File: src/rtl/core/dop_pkg.sv
// ----------------------------------------------------------------------------
// DHCP option parser package
// Shared constants, codes and the queue entry type used by the front end,
// the back end and the top level of the DHCP option parser.
// ----------------------------------------------------------------------------
package dop_pkg;

   // Largest client identifier that the block can hold, in bytes.
   localparam int CLIENT_ID_MAX_BYTES = 16;

   // Depth of the queue between the front and back ends.
   localparam int QUEUE_DEPTH = 4;
   localparam int QUEUE_PTR_W = $clog2(QUEUE_DEPTH);
   localparam int QUEUE_CNT_W = QUEUE_PTR_W + 1;

   // Configuration register indexes.
   localparam int CSR_INDEX_W = 2;
   localparam logic [CSR_INDEX_W-1:0] CSR_CLIENT_ID_LENGTH = 2'd0;
   localparam logic [CSR_INDEX_W-1:0] CSR_CLIENT_ID_LOW    = 2'd1;
   localparam logic [CSR_INDEX_W-1:0] CSR_CLIENT_ID_HIGH   = 2'd2;
   localparam int CSR_DATA_W = 64;
   localparam int ID_LENGTH_W = 5;

   // Magic cookie, first byte in entry 0.
   localparam logic [3:0][7:0] MAGIC_COOKIE = {8'd99, 8'd83, 8'd130, 8'd99};

   // Option codes of interest.
   localparam logic [7:0] OPT_PAD          = 8'd0;
   localparam logic [7:0] OPT_LEASE_TIME   = 8'd51;
   localparam logic [7:0] OPT_MESSAGE_TYPE = 8'd53;
   localparam logic [7:0] OPT_SERVER_ID    = 8'd54;
   localparam logic [7:0] OPT_CLIENT_ID    = 8'd61;
   localparam logic [7:0] OPT_END          = 8'd255;

   // Option kind, worked out by the front end from the code byte.
   localparam logic [2:0] KIND_OTHER        = 3'd0;
   localparam logic [2:0] KIND_MESSAGE_TYPE = 3'd1;
   localparam logic [2:0] KIND_LEASE_TIME   = 3'd2;
   localparam logic [2:0] KIND_SERVER_ID    = 3'd3;
   localparam logic [2:0] KIND_CLIENT_ID    = 3'd4;

   // Result status codes.
   localparam logic [1:0] STATUS_OK          = 2'd0;
   localparam logic [1:0] STATUS_BAD_COOKIE  = 2'd1;
   localparam logic [1:0] STATUS_ID_MISMATCH = 2'd2;
   localparam logic [1:0] STATUS_NO_END      = 2'd3;

   // One classified byte as it travels through the queue.
   typedef struct packed {
      logic [7:0] option_byte;
      logic       last_byte;
      logic [2:0] kind;
      logic       is_pad;
      logic       is_end;
      logic [3:0] cookie_hit;
   } entry_type;

endpackage

File: src/rtl/core/dhcp_option_parser.sv
// rsp_valid comes from the result register, which takes the result when the parser pops the queued item
// that carries last_byte, provided nothing is queued ahead of it and the result register is free.
// Throughput: one option byte per cycle, except that a last byte waits for a free result register.
// A four-entry queue parts the byte input from the parser, and a result register
// parts the parser from the result channel, so each side may stall on its own.
// Reset (synchronous, active high) empties queue and result register, clears the id registers.
// ----------------------------------------------------------------------------
// DHCP option parser
// Checks the magic cookie, walks the DHCP options and reports message type,
// lease time, server identifier and a client identifier check per packet.
// ----------------------------------------------------------------------------
module dhcp_option_parser #(
   parameter int CLIENT_ID_MAX_BYTES = dop_pkg::CLIENT_ID_MAX_BYTES
) (
   input  logic                              clock,
   input  logic                              reset,
   input  logic                              req_valid,
   output logic                              req_ready,
   input  logic [7:0]                        req_option_byte,
   input  logic                              req_last_byte,
   output logic                              rsp_valid,
   input  logic                              rsp_ready,
   output logic [1:0]                        rsp_parse_status,
   output logic [7:0]                        rsp_message_type,
   output logic                              rsp_message_type_seen,
   output logic [31:0]                       rsp_lease_seconds,
   output logic                              rsp_lease_seen,
   output logic [31:0]                       rsp_server_address,
   output logic                              rsp_server_seen,
   input  logic                              csr_valid,
   output logic                              csr_ready,
   input  logic [dop_pkg::CSR_INDEX_W-1:0]   csr_index,
   input  logic [dop_pkg::CSR_DATA_W-1:0]    csr_data
);

   localparam int LEN_W = dop_pkg::ID_LENGTH_W;

   logic [LEN_W-1:0]                  id_length_ff, id_length_in;
   logic [CLIENT_ID_MAX_BYTES-1:0][7:0] id_bytes_ff, id_bytes_in;
   logic                              csr_write;
   dop_pkg::entry_type                q_entry;
   logic                              q_valid;
   logic                              q_pop;

   // Configuration registers: writes are always taken.
   assign csr_ready = 1'b1;
   assign csr_write = csr_valid && csr_ready;

   always_comb begin
      id_length_in = id_length_ff;
      if (csr_write && csr_index == dop_pkg::CSR_CLIENT_ID_LENGTH) begin
         id_length_in = csr_data[LEN_W-1:0];
      end
   end

   // Each stored identifier byte is loaded from the low or high word.
   for (genvar i = 0; i < CLIENT_ID_MAX_BYTES; i++) begin : g_id_byte
      if (i < 8) begin : g_low
         assign id_bytes_in[i] = (csr_write && csr_index == dop_pkg::CSR_CLIENT_ID_LOW) ?
                                 csr_data[8*i +: 8] : id_bytes_ff[i];
      end else begin : g_high
         assign id_bytes_in[i] = (csr_write && csr_index == dop_pkg::CSR_CLIENT_ID_HIGH) ?
                                 csr_data[8*(i-8) +: 8] : id_bytes_ff[i];
      end
   end

   always_ff @(posedge clock) begin
      if (reset) begin
         id_length_ff <= '0;
         id_bytes_ff  <= '0;
      end else begin
         id_length_ff <= id_length_in;
         id_bytes_ff  <= id_bytes_in;
      end
   end

   // Front end: byte intake, classification and queue.
   dop_front u_front (
      .clock           (clock),
      .reset           (reset),
      .req_valid       (req_valid),
      .req_ready       (req_ready),
      .req_option_byte (req_option_byte),
      .req_last_byte   (req_last_byte),
      .q_entry         (q_entry),
      .q_valid         (q_valid),
      .q_pop           (q_pop)
   );

   // Back end: option walk and result register.
   dop_back #(
      .CLIENT_ID_MAX_BYTES (CLIENT_ID_MAX_BYTES)
   ) u_back (
      .clock                 (clock),
      .reset                 (reset),
      .q_entry               (q_entry),
      .q_valid               (q_valid),
      .q_pop                 (q_pop),
      .id_length             (id_length_ff),
      .id_bytes              (id_bytes_ff),
      .rsp_valid             (rsp_valid),
      .rsp_ready             (rsp_ready),
      .rsp_parse_status      (rsp_parse_status),
      .rsp_message_type      (rsp_message_type),
      .rsp_message_type_seen (rsp_message_type_seen),
      .rsp_lease_seconds     (rsp_lease_seconds),
      .rsp_lease_seen        (rsp_lease_seen),
      .rsp_server_address    (rsp_server_address),
      .rsp_server_seen       (rsp_server_seen)
   );

endmodule

File: src/rtl/core/dop_front.sv
// ----------------------------------------------------------------------------
// DHCP option parser front end
// Accepts option bytes, classifies each one (cookie match, pad, end, option
// kind) and holds them in a short queue for the back end.
// ----------------------------------------------------------------------------
module dop_front (
   input  logic                clock,
   input  logic                reset,
   input  logic                req_valid,
   output logic                req_ready,
   input  logic [7:0]          req_option_byte,
   input  logic                req_last_byte,
   output dop_pkg::entry_type  q_entry,
   output logic                q_valid,
   input  logic                q_pop
);

   localparam int PTR_W = dop_pkg::QUEUE_PTR_W;
   localparam int CNT_W = dop_pkg::QUEUE_CNT_W;
   localparam logic [CNT_W-1:0] DEPTH_CNT = CNT_W'(dop_pkg::QUEUE_DEPTH);

   dop_pkg::entry_type queue_ff [dop_pkg::QUEUE_DEPTH];
   dop_pkg::entry_type class_entry;
   logic [PTR_W-1:0]   wr_ptr_ff, wr_ptr_in;
   logic [PTR_W-1:0]   rd_ptr_ff, rd_ptr_in;
   logic [CNT_W-1:0]   count_ff, count_in;
   logic               push;

   // Classify the incoming byte.
   always_comb begin
      class_entry.option_byte = req_option_byte;
      class_entry.last_byte   = req_last_byte;
      class_entry.is_pad      = (req_option_byte == dop_pkg::OPT_PAD);
      class_entry.is_end      = (req_option_byte == dop_pkg::OPT_END);
      for (int i = 0; i < 4; i++) begin
         class_entry.cookie_hit[i] = (req_option_byte == dop_pkg::MAGIC_COOKIE[i]);
      end
      unique case (req_option_byte)
         dop_pkg::OPT_MESSAGE_TYPE: class_entry.kind = dop_pkg::KIND_MESSAGE_TYPE;
         dop_pkg::OPT_LEASE_TIME:   class_entry.kind = dop_pkg::KIND_LEASE_TIME;
         dop_pkg::OPT_SERVER_ID:    class_entry.kind = dop_pkg::KIND_SERVER_ID;
         dop_pkg::OPT_CLIENT_ID:    class_entry.kind = dop_pkg::KIND_CLIENT_ID;
         default:                   class_entry.kind = dop_pkg::KIND_OTHER;
      endcase
   end

   // Queue control: an item is taken whenever there is room.
   assign req_ready = (count_ff != DEPTH_CNT);
   assign push      = req_valid && req_ready;
   assign q_valid   = (count_ff != '0);
   assign q_entry   = queue_ff[rd_ptr_ff];

   always_comb begin
      wr_ptr_in = push  ? wr_ptr_ff + 1'b1 : wr_ptr_ff;
      rd_ptr_in = q_pop ? rd_ptr_ff + 1'b1 : rd_ptr_ff;
      count_in  = count_ff + CNT_W'(push) - CNT_W'(q_pop);
   end

   always_ff @(posedge clock) begin
      if (reset) begin
         wr_ptr_ff <= '0;
         rd_ptr_ff <= '0;
         count_ff  <= '0;
      end else begin
         wr_ptr_ff <= wr_ptr_in;
         rd_ptr_ff <= rd_ptr_in;
         count_ff  <= count_in;
      end
   end

   // Queue storage.
   always_ff @(posedge clock) begin
      if (push) begin
         queue_ff[wr_ptr_ff] <= class_entry;
      end
   end

   // The fill count never passes the depth.
   a_count_bound: assert property (@(posedge clock) disable iff (reset)
      count_ff <= DEPTH_CNT)
      else $error("queue fill count above depth");

   // A push without a pop grows the fill count by exactly one.
   a_count_grow: assert property (@(posedge clock) disable iff (reset)
      (push && !q_pop) |=> (count_ff == $past(count_ff) + 1'b1))
      else $error("queue fill count did not follow a push");

   // The back end only takes an item while the queue holds one.
   a_pop_valid: assert property (@(posedge clock) disable iff (reset)
      q_pop |-> q_valid)
      else $error("queue popped while empty");

endmodule

File: src/rtl/core/dop_back.sv
// ----------------------------------------------------------------------------
// DHCP option parser back end
// Walks the cookie and the code/length/value options one queued byte per cycle
// (a last byte waits for a free result register), keeps the extracted values and registers one result per packet.
// ----------------------------------------------------------------------------
module dop_back #(
   parameter int CLIENT_ID_MAX_BYTES = dop_pkg::CLIENT_ID_MAX_BYTES
) (
   input  logic                                   clock,
   input  logic                                   reset,
   input  dop_pkg::entry_type                     q_entry,
   input  logic                                   q_valid,
   output logic                                   q_pop,
   input  logic [dop_pkg::ID_LENGTH_W-1:0]        id_length,
   input  logic [CLIENT_ID_MAX_BYTES-1:0][7:0]    id_bytes,
   output logic                                   rsp_valid,
   input  logic                                   rsp_ready,
   output logic [1:0]                             rsp_parse_status,
   output logic [7:0]                             rsp_message_type,
   output logic                                   rsp_message_type_seen,
   output logic [31:0]                            rsp_lease_seconds,
   output logic                                   rsp_lease_seen,
   output logic [31:0]                            rsp_server_address,
   output logic                                   rsp_server_seen
);

   localparam int IDX_W = (CLIENT_ID_MAX_BYTES > 1) ? $clog2(CLIENT_ID_MAX_BYTES) : 1;
   localparam int LEN_W = dop_pkg::ID_LENGTH_W;

   // Parser phases.
   localparam logic [2:0] PH_COOKIE = 3'd0;
   localparam logic [2:0] PH_CODE   = 3'd1;
   localparam logic [2:0] PH_LEN    = 3'd2;
   localparam logic [2:0] PH_VALUE  = 3'd3;
   localparam logic [2:0] PH_DONE   = 3'd4;

   logic [2:0]  phase_ff, phase_in;
   logic [7:0]  count_ff, count_in;
   logic [2:0]  kind_ff, kind_in;
   logic [7:0]  remain_ff, remain_in;
   logic [31:0] shift_ff, shift_in;
   logic [7:0]  msg_type_ff, msg_type_in;
   logic [31:0] lease_ff, lease_in;
   logic [31:0] server_ff, server_in;
   logic [2:0]  seen_ff, seen_in;
   logic [1:0]  stop_ff, stop_in;

   logic        rsp_valid_ff, rsp_valid_in;
   logic [1:0]  rsp_status_ff, rsp_status_in;
   logic [7:0]  rsp_msg_type_ff, rsp_msg_type_in;
   logic [31:0] rsp_lease_ff, rsp_lease_in;
   logic [31:0] rsp_server_ff, rsp_server_in;
   logic [2:0]  rsp_seen_ff, rsp_seen_in;

   logic [LEN_W-1:0] id_len_eff;
   logic [7:0]       id_ref;
   logic [7:0]       b;
   logic [7:0]       count_next;
   logic [31:0]      shift_next;
   logic [7:0]       remain_next;

   assign b = q_entry.option_byte;

   // Effective identifier length and the identifier byte at the current place.
   always_comb begin
      id_len_eff = (id_length > LEN_W'(CLIENT_ID_MAX_BYTES)) ?
                   LEN_W'(CLIENT_ID_MAX_BYTES) : id_length;
      id_ref = (count_ff < 8'(CLIENT_ID_MAX_BYTES)) ? id_bytes[count_ff[IDX_W-1:0]] : 8'd0;
   end

   // A result item needs a free output register; other items pass freely.
   assign q_pop = q_valid && (!q_entry.last_byte || !rsp_valid_ff || rsp_ready);

   // Value phase arithmetic.
   always_comb begin
      count_next  = count_ff + 8'd1;
      remain_next = remain_ff - 8'd1;
      shift_next  = (count_ff < 8'd4) ? {shift_ff[23:0], b} : shift_ff;
   end

   // Parser step and result capture.
   always_comb begin
      phase_in        = phase_ff;
      count_in        = count_ff;
      kind_in         = kind_ff;
      remain_in       = remain_ff;
      shift_in        = shift_ff;
      msg_type_in     = msg_type_ff;
      lease_in        = lease_ff;
      server_in       = server_ff;
      seen_in         = seen_ff;
      stop_in         = stop_ff;
      rsp_valid_in    = rsp_valid_ff && !rsp_ready;
      rsp_status_in   = rsp_status_ff;
      rsp_msg_type_in = rsp_msg_type_ff;
      rsp_lease_in    = rsp_lease_ff;
      rsp_server_in   = rsp_server_ff;
      rsp_seen_in     = rsp_seen_ff;

      if (q_pop) begin
         unique case (phase_ff)
            PH_COOKIE: begin
               if (!q_entry.cookie_hit[count_ff[1:0]]) begin
                  phase_in = PH_DONE;
                  stop_in  = dop_pkg::STATUS_BAD_COOKIE;
               end else if (count_ff >= 8'd3) begin
                  count_in = 8'd0;
                  phase_in = PH_CODE;
               end else begin
                  count_in = count_next;
               end
            end
            PH_CODE: begin
               if (q_entry.is_end) begin
                  phase_in = PH_DONE;
                  stop_in  = dop_pkg::STATUS_OK;
               end else if (!q_entry.is_pad) begin
                  kind_in  = q_entry.kind;
                  phase_in = PH_LEN;
               end
            end
            PH_LEN: begin
               remain_in = b;
               count_in  = 8'd0;
               shift_in  = 32'd0;
               if (kind_ff == dop_pkg::KIND_CLIENT_ID && b > 8'(id_len_eff)) begin
                  phase_in = PH_DONE;
                  stop_in  = dop_pkg::STATUS_ID_MISMATCH;
               end else if (b == 8'd0) begin
                  // An empty option completes with nothing recorded.
                  phase_in = PH_CODE;
               end else begin
                  phase_in = PH_VALUE;
               end
            end
            PH_VALUE: begin
               if (kind_ff == dop_pkg::KIND_CLIENT_ID && b != id_ref) begin
                  phase_in = PH_DONE;
                  stop_in  = dop_pkg::STATUS_ID_MISMATCH;
               end else begin
                  shift_in  = shift_next;
                  count_in  = count_next;
                  remain_in = remain_next;
                  if (remain_next == 8'd0) begin
                     // Option complete: record its value if it is long enough.
                     phase_in = PH_CODE;
                     if (kind_ff == dop_pkg::KIND_MESSAGE_TYPE) begin
                        case (count_next)
                           8'd1:    msg_type_in = shift_next[7:0];
                           8'd2:    msg_type_in = shift_next[15:8];
                           8'd3:    msg_type_in = shift_next[23:16];
                           default: msg_type_in = shift_next[31:24];
                        endcase
                        seen_in[0] = 1'b1;
                     end else if (kind_ff == dop_pkg::KIND_LEASE_TIME &&
                                  count_next >= 8'd4) begin
                        lease_in   = shift_next;
                        seen_in[1] = 1'b1;
                     end else if (kind_ff == dop_pkg::KIND_SERVER_ID &&
                                  count_next >= 8'd4) begin
                        server_in  = shift_next;
                        seen_in[2] = 1'b1;
                     end
                  end
               end
            end
            default: begin
               // Stopped: bytes are ignored until the packet ends.
            end
         endcase

         // The last byte of a packet produces the result and clears the parser.
         if (q_entry.last_byte) begin
            rsp_valid_in = 1'b1;
            if (phase_in == PH_DONE) begin
               rsp_status_in = stop_in;
            end else if (phase_in == PH_COOKIE) begin
               rsp_status_in = dop_pkg::STATUS_BAD_COOKIE;
            end else begin
               rsp_status_in = dop_pkg::STATUS_NO_END;
            end
            rsp_msg_type_in = msg_type_in;
            rsp_lease_in    = lease_in;
            rsp_server_in   = server_in;
            rsp_seen_in     = seen_in;
            phase_in    = PH_COOKIE;
            count_in    = 8'd0;
            kind_in     = dop_pkg::KIND_OTHER;
            remain_in   = 8'd0;
            shift_in    = 32'd0;
            msg_type_in = 8'd0;
            lease_in    = 32'd0;
            server_in   = 32'd0;
            seen_in     = 3'd0;
            stop_in     = dop_pkg::STATUS_OK;
         end
      end
   end

   // Parser state.
   always_ff @(posedge clock) begin
      if (reset) begin
         phase_ff    <= PH_COOKIE;
         count_ff    <= 8'd0;
         kind_ff     <= dop_pkg::KIND_OTHER;
         remain_ff   <= 8'd0;
         shift_ff    <= 32'd0;
         msg_type_ff <= 8'd0;
         lease_ff    <= 32'd0;
         server_ff   <= 32'd0;
         seen_ff     <= 3'd0;
         stop_ff     <= dop_pkg::STATUS_OK;
         rsp_valid_ff <= 1'b0;
      end else begin
         phase_ff    <= phase_in;
         count_ff    <= count_in;
         kind_ff     <= kind_in;
         remain_ff   <= remain_in;
         shift_ff    <= shift_in;
         msg_type_ff <= msg_type_in;
         lease_ff    <= lease_in;
         server_ff   <= server_in;
         seen_ff     <= seen_in;
         stop_ff     <= stop_in;
         rsp_valid_ff <= rsp_valid_in;
      end
   end

   // Result payload register.
   always_ff @(posedge clock) begin
      rsp_status_ff   <= rsp_status_in;
      rsp_msg_type_ff <= rsp_msg_type_in;
      rsp_lease_ff    <= rsp_lease_in;
      rsp_server_ff   <= rsp_server_in;
      rsp_seen_ff     <= rsp_seen_in;
   end

   assign rsp_valid             = rsp_valid_ff;
   assign rsp_parse_status      = rsp_status_ff;
   assign rsp_message_type      = rsp_msg_type_ff;
   assign rsp_message_type_seen = rsp_seen_ff[0];
   assign rsp_lease_seconds     = rsp_lease_ff;
   assign rsp_lease_seen        = rsp_seen_ff[1];
   assign rsp_server_address    = rsp_server_ff;
   assign rsp_server_seen       = rsp_seen_ff[2];

   // A result appears only after the last byte of a packet was taken.
   a_rsp_source: assert property (@(posedge clock) disable iff (reset)
      $rose(rsp_valid_ff) |-> $past(q_pop && q_entry.last_byte))
      else $error("result raised without a last byte");

   // After a packet ends the parser is back at the cookie with nothing held.
   a_packet_clear: assert property (@(posedge clock) disable iff (reset)
      (q_pop && q_entry.last_byte) |=> (phase_ff == PH_COOKIE && seen_ff == 3'd0))
      else $error("parser not cleared after packet end");

   // The phase register only holds defined phases.
   a_phase_range: assert property (@(posedge clock) disable iff (reset)
      phase_ff <= PH_DONE)
      else $error("parser phase out of range");

endmodule

File: config.mk
export PLATFORM = sky130hd
export DESIGN_NAME = dhcp_option_parser
export DESIGN_NICKNAME = d
export VERILOG_FILES = /design/src/rtl/core/dop_pkg.sv /design/src/rtl/core/dhcp_option_parser.sv /design/src/rtl/core/dop_front.sv /design/src/rtl/core/dop_back.sv
export SDC_FILE = /design/constraint.sdc
export NUM_CORES = 1
export LEC_CHECK = 0
export BUFFER_PORTS_ARGS = -buffer_cell sky130_fd_sc_hd__buf_4
export CAP_MARGIN = 5
export CORE_ASPECT_RATIO = 0.5
export CORE_MARGIN = 10
export CORE_UTILIZATION = 24
export DETAILED_ROUTE_END_ITERATION = 8
export HOLD_SLACK_MARGIN = 0.02
export PLACE_DENSITY = 0.42
export SETUP_SLACK_MARGIN = 0.02
export SLEW_MARGIN = 20
export SYNTH_ARGS = -nofsm -noshare
export SYNTH_HDL_FRONTEND = slang
export SYNTH_SLANG_ARGS = --single-unit
File: constraint.sdc
create_clock -name clock -period 4.4 [get_ports clock]
set_input_delay 0.66 -clock clock [delete_from_list [all_inputs] [get_ports clock]]
set_output_delay 0.66 -clock clock [all_outputs]
set_load 0.005 [all_outputs]
==> flow_summary.toml, run 1 <==
[yosys]
syn_area_um2 = 18260
yosys_register_bits = 419
synth_edf_count = 145
ys_async_sr_fraction_pct = 0
yosysWarnings = 0
synth.distinct_cells = 69
ys.flop_type = "dfxtp_1"
synthCells = 1939
ys_seq_area_share_pct = 53.90
syn_area_per_cell_um2 = 9.415
syn-num-nets = 2037

[critical_path]
critical_path.max_stage_delay_ns = 0.68
critPathLaunchType = "register"
cpMaxStageDelayCell = "dfxtp_2"
path_max_fanout = 19
crit_chain = "nor2b_1 -> a22oi_1 -> nand3_1 -> a21oi_1 -> nor4_2 -> nand4_2 -> a21o_1 -> a21oi_2 -> buf_4 -> o32ai_1"
regToRegSetupSlack_ns = 0.71
crit_type = "reg2reg"
cp-end-kind = "register"
reg2reg_to = "u_back.shift_ff[23]$_SDFFE_PP0P_"
r2r-start = "u_back.count_ff[1]$_SDFFE_PP0P_"
critPathBufInv = 1
reg2reg_depth = 10
worstPathRequired_ns = 4.84
crit_family = "simple AND/OR/NAND/NOR gates"
arrival_ns = 4.13

[clocking]
cts_tree = "yes"
numCtsBuffers = 44
hold_buffers = 0
ctsResizeCount = 0
cts_buffer_depth = 3
postCtsSetupBuffers = 0
root_buffer = "clkbuf_16"
clkSlewWorstSetupHoldPaths_ns = 0.07
numClockSinks = 419
htree_levels = 2
clkLatencyLatePin_ns = 0.59

[outcome]
status = "completed"

[die]
start_util_pct = 24.26
coreArea_um2 = 75240
fp.dieH_um = 215.0
dieArea_um2 = 88170
die_x_um = 410.0
row_count = 71
io_pins = 160

[worst_hold_path]
min_from = "req_last_byte"
min_path_type = "in2reg"
min_to = "u_front.queue_ff[2][9]$_DFFE_PP_"
hold_depth = 1

[timing]
min_period_over_period_pct = 83.87
drv_slew = 0
rsz0062_at_grt = "false"
fin_crit_ns = 3.690
worstMarginPinSlew_ns = 1.020
fin_skew_ns = 0.01606
fmax_mhz = 271.0
setup_tns_ns = 0
setup_viol = 0
hold_viol_final = 0
relSlewSlack_pct = 31.74

[finish]
final_common_cell = "nand2_1"
most-common-layout-cells = "nand2_1 (408), dfxtp_1 (272), a21oi_1 (217), buf_4 (194), nor2_1 (156)"
syn_to_final_growth_pct = 20.47
layout-drive-gt1-share_pct = 14.82
final_nets = 2140
diodes = 0

[placement]
globalplace.congestion = 0.8236
port_buffers = 158
hpwl_um = 41380

[grt]
grt_max_degree = 134
grtUsageTotal_pct = 13.16
grt_pass1_wl_um = 91420
overflow = 0
grt_pass1_vias = 14180
antenna_found_initial = 0

[routing]
avgRoutedWirePerCell_um = 19.38
dr.first_iter.drc_count = 945
wl_met3_um = 2336
wl_met2_um = 28540
ant_nets = 0
dr_total_vias = 14440
highest_layer = "met4"
drtPass1Iterations = 8
wirelength_um = 60080
vias_per_cell = 4.659
drc_errors = 0
wl_met1_um = 27890

[pwr]
power.leakage_nw = 7.638
power_density_nw_per_um2 = 546.4
totalPowerFinal_mw = 12.02
peakVddDrop_mv = 0.2318

[job]
cap_violations = 0
## registers in the layout (all words and copies together), names as in the netlist, 2 cells and up, named ones only
signal,cells
u_back.server_ff,32
u_back.msg_type_ff,8
u_front.queue_ff,68
u_front.rd_ptr_ff,2
u_back.stop_ff,2
u_back.rsp_lease_seconds,32
u_back.remain_ff,8
id_length_ff,5
u_back.rsp_seen_ff,3
u_back.count_ff,8
u_back.kind_ff,3
u_back.lease_ff,32
u_front.count_ff,3
u_back.rsp_parse_status,2
id_bytes_ff,128
u_front.wr_ptr_ff,2
u_back.shift_ff,32
u_back.rsp_server_address,32
u_back.phase_ff,3
u_back.seen_ff,3
u_back.rsp_message_type,8
## kinds of logic after synthesis
group | after synthesis | synth area share (%)
muxes | 119 | 7.628
and+or+nand+nor | 712 | 16.60
other | 1 | 0.02054
xor gates and xnor gates | 12 | 0.5757
buffers and inverters | 188 | 4.468
adders and majority gates | 18 | 1.275
AOI/OAI and AO/OA | 470 | 15.54
DFF | 419 | 53.90
## per-layer routing
metal,up-vias,global-route usage (%)
met4,0,3.421
met1,7039,17.69
met3,76,2.132
met5,-,0
met2,293,21.78
li1,7035,-
## power breakdown
part / total [mW] / internal [mW] / switching, mW
sequential: 4.82 / 4.56 / 0.269
combinational: 3.26 / 1.23 / 2.04
clock: 3.93 / 2.30 / 1.63
## worst max-delay path by stage
stage                                          startpoint                                        to  slack (ns)  cells after the start
final                     u_back.count_ff[1]$_SDFFE_PP0P_          u_back.shift_ff[23]$_SDFFE_PP0P_        0.71                     10
after global routing      u_back.count_ff[1]$_SDFFE_PP0P_          u_back.shift_ff[12]$_SDFFE_PP0P_        0.41                     10
after CTS                                        register  u_back.rsp_parse_status[0]$_SDFFCE_PP1P_        0.71                     11
after detailed placement                         register  u_back.rsp_parse_status[0]$_SDFFCE_PP1P_        0.71                     11
after global placement                           register  u_back.rsp_parse_status[0]$_SDFFCE_PP1P_        0.79                     11
after floorplan                                  register     u_back.rsp_lease_seconds[0]$_DFFE_PP_        0.73                      7
## metrics by stage
step	instances	area, um^2	hold slack [ns]	worst slack, ns	util (%)
finish	3100	21990	0.2839	0.7095	29.23
global placement	3017	20480	0.4407	0.7880	27.22
floorplan	1939	18260	0.4293	0.7320	-
CTS	3099	21970	0.2469	0.7131	29.19
global route	3100	21990	0.2591	0.4058	29.23
detailed placement	3017	20480	0.4473	0.7150	27.22
## cell type report
cell class,count,area [um^2]
multi-input combinational,1332,7640
tap,1022,1279
timing repair buffer,200,1578
fill,7972,53250
clock inverter,18,217.7
sequential,419,9842
inverter,45,170.2
clock buffer,64,1267
## cells in the mapped netlist, types with 11 or more instances
| cell type | count | area [um^2] |
|---|---|---|
| o21ai_0 | 77 | 385.4 |
| o32ai_1 | 20 | 175.2 |
| ha_1 | 17 | 212.7 |
| edfxtp_1 | 145 | 4354 |
| nand2_1 | 408 | 1531 |
| or3_1 | 12 | 75.07 |
| mux4_2 | 16 | 360.4 |
| dfxtp_1 | 274 | 5485 |
| mux2i_1 | 102 | 1021 |
| a22oi_1 | 96 | 720.7 |
| a21oi_1 | 217 | 1086 |
| a211oi_1 | 11 | 82.58 |
| buf_2 | 15 | 75.07 |
| nand3_1 | 49 | 245.2 |
| and3_1 | 14 | 87.58 |
| buf_1 | 17 | 63.81 |
| inv_1 | 44 | 165.2 |
| nor2_1 | 158 | 593.1 |
| nor3_1 | 15 | 75.07 |
| clkbuf_1 | 98 | 367.9 |
## worst register-to-register path, delay by kind of cell, from the launching register on
kind,cells,cell delay (ns)
AND/OR/NAND/NOR,4,1.45
buffers and inverters,1,0.25
AO/OA/AOI/OAI,5,1.18
flip-flops,1,0.68
Note: power is estimated with default switching activity, not from simulation.
==> run 2, diff against run 1 <==
--- a/config.mk
+++ b/config.mk
@@ -5,6 +5,7 @@
 export SDC_FILE = /design/constraint.sdc
 export NUM_CORES = 1
 export LEC_CHECK = 0
+export ABC_AREA = 1
 export BUFFER_PORTS_ARGS = -buffer_cell sky130_fd_sc_hd__buf_4
 export CAP_MARGIN = 5
 export CORE_ASPECT_RATIO = 0.5
==> constraint.sdc (replaced) <==
create_clock -name clock -period 3.6 [get_ports clock]
set_input_delay 0.54 -clock clock [delete_from_list [all_inputs] [get_ports clock]]
set_output_delay 0.54 -clock clock [all_outputs]
set_load 0.005 [all_outputs]
==> run 2 against run 1 <==
Against the previous run: combinational power is 150% higher; clock power rose by 37%; highest routed layer is now met5; wire length up 19%; die area grew 15%; register-to-register slack got worse by 0.26 ns.
==> flow_summary.toml, run 2 <==
[timing]
min_period_over_period_pct = 87.57
hold_ws_ns = 0.1607
worstMarginPinSlew_ns = 1.094
setup_viol = 0
drv_slew = 0
setup_tns_ns = 0
fin_skew_ns = 0.05176
hold_viol_final = 0
rsz0062_at_grt = "false"
fin_crit_ns = 3.153
relSlewSlack_pct = 26.29
fmax_mhz = 317.2

[worst_hold_path]
min_path_type = "in2reg"
min_to = "u_front.queue_ff[2][9]$_DFFE_PP_"
min_from = "req_last_byte"
hold_depth = 1

[finish]
largest_register_ffs = 128
final_common_cell = "nand2_1"
syn_to_final_growth_pct = 21.10
layout-drive-gt1-share_pct = 11.25
reg_top3 = "id_bytes_ff: 128 flops, u_front.queue_ff: 68 flops"
final_nets = 3181
regMostFlops = "id_bytes_ff"
post-route-cell-area_um2 = 25630
most-common-layout-cells = "nand2_1 (905), inv_1 (312), dfxtp_1 (272), o21ai_0 (270), buf_4 (225)"

[grt]
grtUsageTotal_pct = 13.53
grt_max_degree = 156
antenna_found_initial = 3
grt_pass1_vias = 17860
overflow = 0
grt_pass1_wl_um = 108800

[die]
row_count = 76
die_x_um = 440.0
dieArea_um2 = 101200
fp.dieH_um = 230.0
io_pins = 160
start_util_pct = 24.41
coreArea_um2 = 86720

[yosys]
yosysMostFrequentCell = "nand2_1"
yosys.area.top_type_share_pct = 25.91
ys_top_cells_by_count = "nand2_1 (905), inv_1 (314), dfxtp_1 (274)"
ys.flop_type = "dfxtp_1"
syn_area_um2 = 21170
syn_area_per_cell_um2 = 7.115
yosys-top-cells-area = "dfxtp_1 (26%), edfxtp_1 (21%), nand2_1 (16%)"
yosysWarnings = 0
yosysTopAreaCell = "dfxtp_1"
synthCells = 2975
synth_edf_count = 145
yosys_register_bits = 419
ys_seq_area_share_pct = 46.49
ys_async_sr_fraction_pct = 0
synth.distinct_cells = 44
syn-num-nets = 3073

[clocking]
postCtsSetupBuffers = 0
numClockSinks = 419
hold_buffers = 0
root_buffer = "clkbuf_16"
ctsResizeCount = 0
clkLatencyLatePin_ns = 0.63
clkSlewWorstSetupHoldPaths_ns = 0.07
htree_levels = 2
cts_buffer_depth = 3
numCtsBuffers = 45
cts_tree = "yes"

[job]
cap_violations = 0

[routing]
drc_errors = 0
dr_total_vias = 19170
wirelength_um = 71280
ant_nets = 0
avgRoutedWirePerCell_um = 16.61
drtPass1Iterations = 7
vias_per_cell = 4.468
dr.first_iter.drc_count = 1360

[critical_path]
crit_chain = "buf_4 -> inv_2 -> buf_4 -> ha_1 -> inv_1 -> nor2_1 -> nand2_1 -> nor2_1 -> nor2_1 -> nand3_1 -> nand2_1 -> nand2_1 -> nand2_1 -> a21boi_0"
reg2reg_to = "u_back.rsp_message_type[4]$_DFFE_PP_"
regToRegSetupSlack_ns = 0.45
cpMostUsedCell = "nand2_1"
crit_type = "reg2reg"
critical_path.max_stage_delay_ns = 0.48
r2r-start = "u_back.count_ff[1]$_SDFFE_PP0P_"
cpMaxStageDelayCell = "inv_2"
critPathLaunchType = "register"
critPathBufInv = 4
arrival_ns = 3.56
cp-end-kind = "register"
path_max_fanout = 24
reg2reg_depth = 14
crit_family = "simple AND/OR/NAND/NOR gates"
worstPathRequired_ns = 4.01

[placement]
globalplace.congestion = 0.8235
placed_cell_area_um2 = 23940
port_buffers = 158
hpwl_um = 47260

[outcome]
status = "completed"

[pwr]
peakVddDrop_mv = 0.6897
totalPowerFinal_mw = 19.58
power_density_nw_per_um2 = 763.9
power.leakage_nw = 10.66
[run 2: cell count changes in the layout (fill, tap and decap cells not counted), moves of 31 or more]
cell      before  now
nand3_1       49  215
buf_4        194  225
inv_1         43  312
a22oi_1       96    0
nand2_1      408  905
nor2_1       156  221
mux2i_1      102    0
o21ai_0       77  270
a21boi_0       0   72
o21ai_1        0   66
[run 2: metal layers]
metal / up-vias / GRT usage (%) / routed length (um)
li1: 9835 / - / -
met1: 8924 / 18.54 / 34200
met2: 330 / 21.98 / 32630
met3: 81 / 2.450 / 3145
met4: 2 / 3.037 / 1290
met5: - / 0 / 13
[run 2: final cells by class]
type / count / area (um^2)
inverter: 324 / 1220
tap: 1170 / 1464
sequential: 419 / 9842
timing repair buffer: 241 / 2009
fill: 9380 / 61090
multi-input combinational: 2052 / 9402
clock buffer: 60 / 1305
clock inverter: 24 / 387.9
antenna: 1 / 2.502
[run 2: worst max path at each step]
stage               depth (start not counted)                       startpoint                                endpoint  slack [ns]
global placement                           15  u_back.count_ff[0]$_SDFFE_PP0P_  u_back.rsp_server_address[5]$_DFFE_PP_        0.45
CTS                                        14  u_back.count_ff[1]$_SDFFE_PP0P_    u_back.rsp_message_type[4]$_DFFE_PP_        0.43
detailed placement                         15  u_back.count_ff[0]$_SDFFE_PP0P_  u_back.rsp_server_address[5]$_DFFE_PP_        0.48
floorplan                                  10                         register   u_back.rsp_lease_seconds[0]$_DFFE_PP_        0.27
global route                               22  u_back.count_ff[1]$_SDFFE_PP0P_         u_back.shift_ff[0]$_SDFFE_PP0P_        0.17
finish                                     14  u_back.count_ff[1]$_SDFFE_PP0P_    u_back.rsp_message_type[4]$_DFFE_PP_        0.45
[run 2: power by group]
group	internal, mW	leakage, nW	switching [mW]
clock	3.22	0.820	2.17
combinational	2.57	6.23	5.44
sequential	5.85	3.61	0.337
total	11.6	10.7	7.95
[run 2: logic make-up (layout without fill, tap and decap cells)]
group	count (synthesis)	in the layout	synth area share, %
simple gates	1385	1385	26.32
compound gates	637	637	16.23
buf+inv	504	649	9.387
flops	419	419	46.49
fa+ha+maj	18	18	1.099
xor+xnor	11	11	0.4552
other cells	1	2	0.01772
[run 2: worst register-to-register path, stage by stage (launching register included)]
cell      delay [ns]
dfxtp_2         0.32
buf_4           0.22
inv_2           0.49
buf_4           0.28
ha_1            0.15
inv_1           0.04
nor2_1          0.38
nand2_1         0.32
nor2_1          0.16
nor2_1          0.06
nand3_1         0.09
nand2_1         0.07
nand2_1         0.06
nand2_1         0.06
a21boi_0        0.23
[run 2: stage by stage]
step	worst slack (ns)	std cells	utilization [%]
after floorplan	0.2732	2975	-
after global placement	0.4484	4206	27.60
after detailed placement	0.4773	4206	27.60
after CTS	0.4333	4290	29.55
after global routing	0.1724	4290	29.55
final	0.4474	4291	29.56
==> run 3, diff against run 2 <==
==> constraint.sdc (replaced) <==
create_clock -name clock -period 3.6 [get_ports clock]
set_input_delay 0.36 -clock clock [delete_from_list [all_inputs] [get_ports clock]]
set_output_delay 0.36 -clock clock [all_outputs]
set_load 0.005 [all_outputs]
==> run 3 against run 2 <==
Against the previous run: power shrank 3.3%; clock power shrank 12%; clock-buffer cell count grew 6; final area grew 0.23%; critical endpoint is now u_back.rsp_seen_ff[2]$_DFFE_PP_; global-route usage is essentially flat; hold slack lost 0.11 ns; sequential share of layout area shrank 0.088 points.
==> flow_summary.toml, run 3 (synthesized netlist as in run 2, its figures left out) <==
[pwr]
p_switching_mw = 7.858
swShare_pct = 41.49
peakVddDrop_mv = 0.5372
internal_power_mw = 11.08
power_density_nw_per_um2 = 737.2
power.leakage_nw = 10.65
seq_power_share_pct = 32.8
combPwrFrac_pct = 42.1
totalPowerFinal_mw = 18.94
clockPowerShare_pct = 25.1

[finish]
most-common-layout-cells = "nand2_1 (905), inv_1 (312), dfxtp_1 (272), o21ai_0 (269), nor2_1 (221)"
largest_register_ffs = 128
syn_to_final_growth_pct = 21.37
layout-drive-gt1-share_pct = 10.39
final_nets = 3208
fin_cells = 4320
regMostFlops = "id_bytes_ff"
post-route-cell-area_um2 = 25690
final_core_util_pct = 29.62
final_common_cell = "nand2_1"
reg_top3 = "id_bytes_ff: 128 flops, u_front.queue_ff: 68 flops"

[timing]
drv_slew = 0
worstMarginPinSlew_ns = 0.9876
hold_viol_final = 0
hold_ws_ns = 0.04617
min_period_over_period_pct = 88.99
setup_tns_ns = 0
fmax_mhz = 312.1
relSlewSlack_pct = 32.46
setup_viol = 0
finalWorstSetupSlack_ns = 0.3962
fin_crit_ns = 3.204
fin_skew_ns = 0.03776
rsz0062_at_grt = "false"

[grt]
overflow = 0
grt_pass1_wl_um = 109200
grt_max_degree = 153
grt_pass1_vias = 17970
grtUsageTotal_pct = 13.56
antenna_found_initial = 4

[placement]
pre_cts_slack_ns = 0.4660
placed_cells = 4198
placed_cell_area_um2 = 23880
hpwl_um = 46840
port_buffers = 158
globalplace.congestion = 0.8119

[critical_path]
arrival_ns = 3.67
crit_type = "reg2reg"
regToRegSetupSlack_ns = 0.40
worstPathRequired_ns = 4.06
reg2reg_to = "u_back.rsp_seen_ff[2]$_DFFE_PP_"
critical_path.max_stage_delay_ns = 0.34
cpMaxStageDelayCell = "buf_12"
critPathLaunchType = "register"
cp-end-kind = "register"
crit_chain = "buf_4 -> buf_12 -> nand2_1 -> nand3_1 -> nand2_1 -> nand2_1 -> nand2_1 -> inv_1 -> nand2_1 -> nand2_1 -> nand2_1 -> nand2_1 -> nand2_1 -> nor2_1 -> nand2_1 -> nand2_1 -> nand2_1 -> nor2_1 -> nand3_1 -> nand2_1"
cpMostUsedCell = "nand2_1"
path_max_fanout = 66
reg2reg_depth = 20
r2r-start = "u_back.count_ff[0]$_SDFFE_PP0P_"

[routing]
wirelength_um = 70940
avgRoutedWirePerCell_um = 16.42
dr.first_iter.drc_count = 1361
drtPass1Iterations = 5
dr_total_vias = 19210
vias_per_cell = 4.448
ant_nets = 0
drc_errors = 0

[clocking]
numCtsBuffers = 45
ctsResizeCount = 0
clkLatencyLatePin_ns = 0.61
hold_buffers = 35
root_buffer = "clkbuf_16"
htree_levels = 2
cts_buffer_depth = 3
postCtsSetupBuffers = 0
numClockSinks = 419
clkSlewWorstSetupHoldPaths_ns = 0.06
cts_tree = "yes"

[die]
row_count = 76
start_util_pct = 24.41
fp.dieH_um = 230.0
coreArea_um2 = 86720
dieArea_um2 = 101200
io_pins = 160
die_x_um = 440.0

[outcome]
status = "completed"

[worst_hold_path]
min_path_type = "in2reg"
min_to = "u_front.queue_ff[2][15]$_DFFE_PP_"
min_from = "req_option_byte[5]"
hold_depth = 1

[job]
cap_violations = 0
## run 3: cell types whose count changed in the layout (fill, tap and decap cells not counted), sizes merged, moves of 4 or more
cell         delta
dlygate4sd3    +35
buf             -8
bufinv          -6
clkbuf          +6
clkinvlp        -4
## run 3: area by class of cell
| class | instances | area (um^2) |
|---|---|---|
| antenna | 4 | 10.01 |
| clock buffer | 66 | 1266 |
| clock inverter | 17 | 187.7 |
| fill | 9382 | 61030 |
| inverter | 324 | 1220 |
| multi-input combinational | 2052 | 9402 |
| sequential | 419 | 9842 |
| tap | 1170 | 1464 |
| timing repair buffer | 268 | 2300 |
## run 3: worst max-delay path: cells and delay by family (launching register included)
family / cells / cell delay (ns)
flip-flops: 1 / 0.33
AND/OR/NAND/NOR: 17 / 1.96
buffers and inverters: 3 / 0.70
## run 3: routing by layer
layer  part of all wire, %  global-route usage [%]  wire, um  up-vias
li1                      -                       -         -     9870
met2                    46                   22.00     32410      354
met5                 0.018                       0        13        -
met3                   4.6                   2.183      3272       84
met1                    47                   18.62     33690     8904
met4                   2.2                   3.460      1565        2
## run 3: worst max path at each step
stage / start / to / slack [ns] / depth (start not counted)
2_1_floorplan: register / u_back.rsp_lease_seconds[0]$_DFFE_PP_ / 0.27 / 10
3_3_place_gp: u_back.count_ff[0]$_SDFFE_PP0P_ / u_back.rsp_seen_ff[1]$_DFFE_PP_ / 0.45 / 20
3_5_place_dp: u_back.count_ff[0]$_SDFFE_PP0P_ / u_back.rsp_seen_ff[2]$_DFFE_PP_ / 0.47 / 20
4_1_cts: u_back.count_ff[0]$_SDFFE_PP0P_ / u_back.rsp_seen_ff[2]$_DFFE_PP_ / 0.44 / 20
5_1_grt: u_back.count_ff[0]$_SDFFE_PP0P_ / u_back.rsp_seen_ff[1]$_DFFE_PP_ / 0.15 / 18
6_report: u_back.count_ff[0]$_SDFFE_PP0P_ / u_back.rsp_seen_ff[2]$_DFFE_PP_ / 0.40 / 20
## run 3: power groups by stage
stage | clock [mW] | combinational (mW) | sequential, mW
floorplan | 0 | 4.38 | 6.27
finish | 4.75 | 7.98 | 6.21
CTS | 4.92 | 8.16 | 6.24
detailed placement | 0 | 8.11 | 6.34
global route | 5.12 | 8.94 | 6.29
global placement | 0 | 8.07 | 6.33
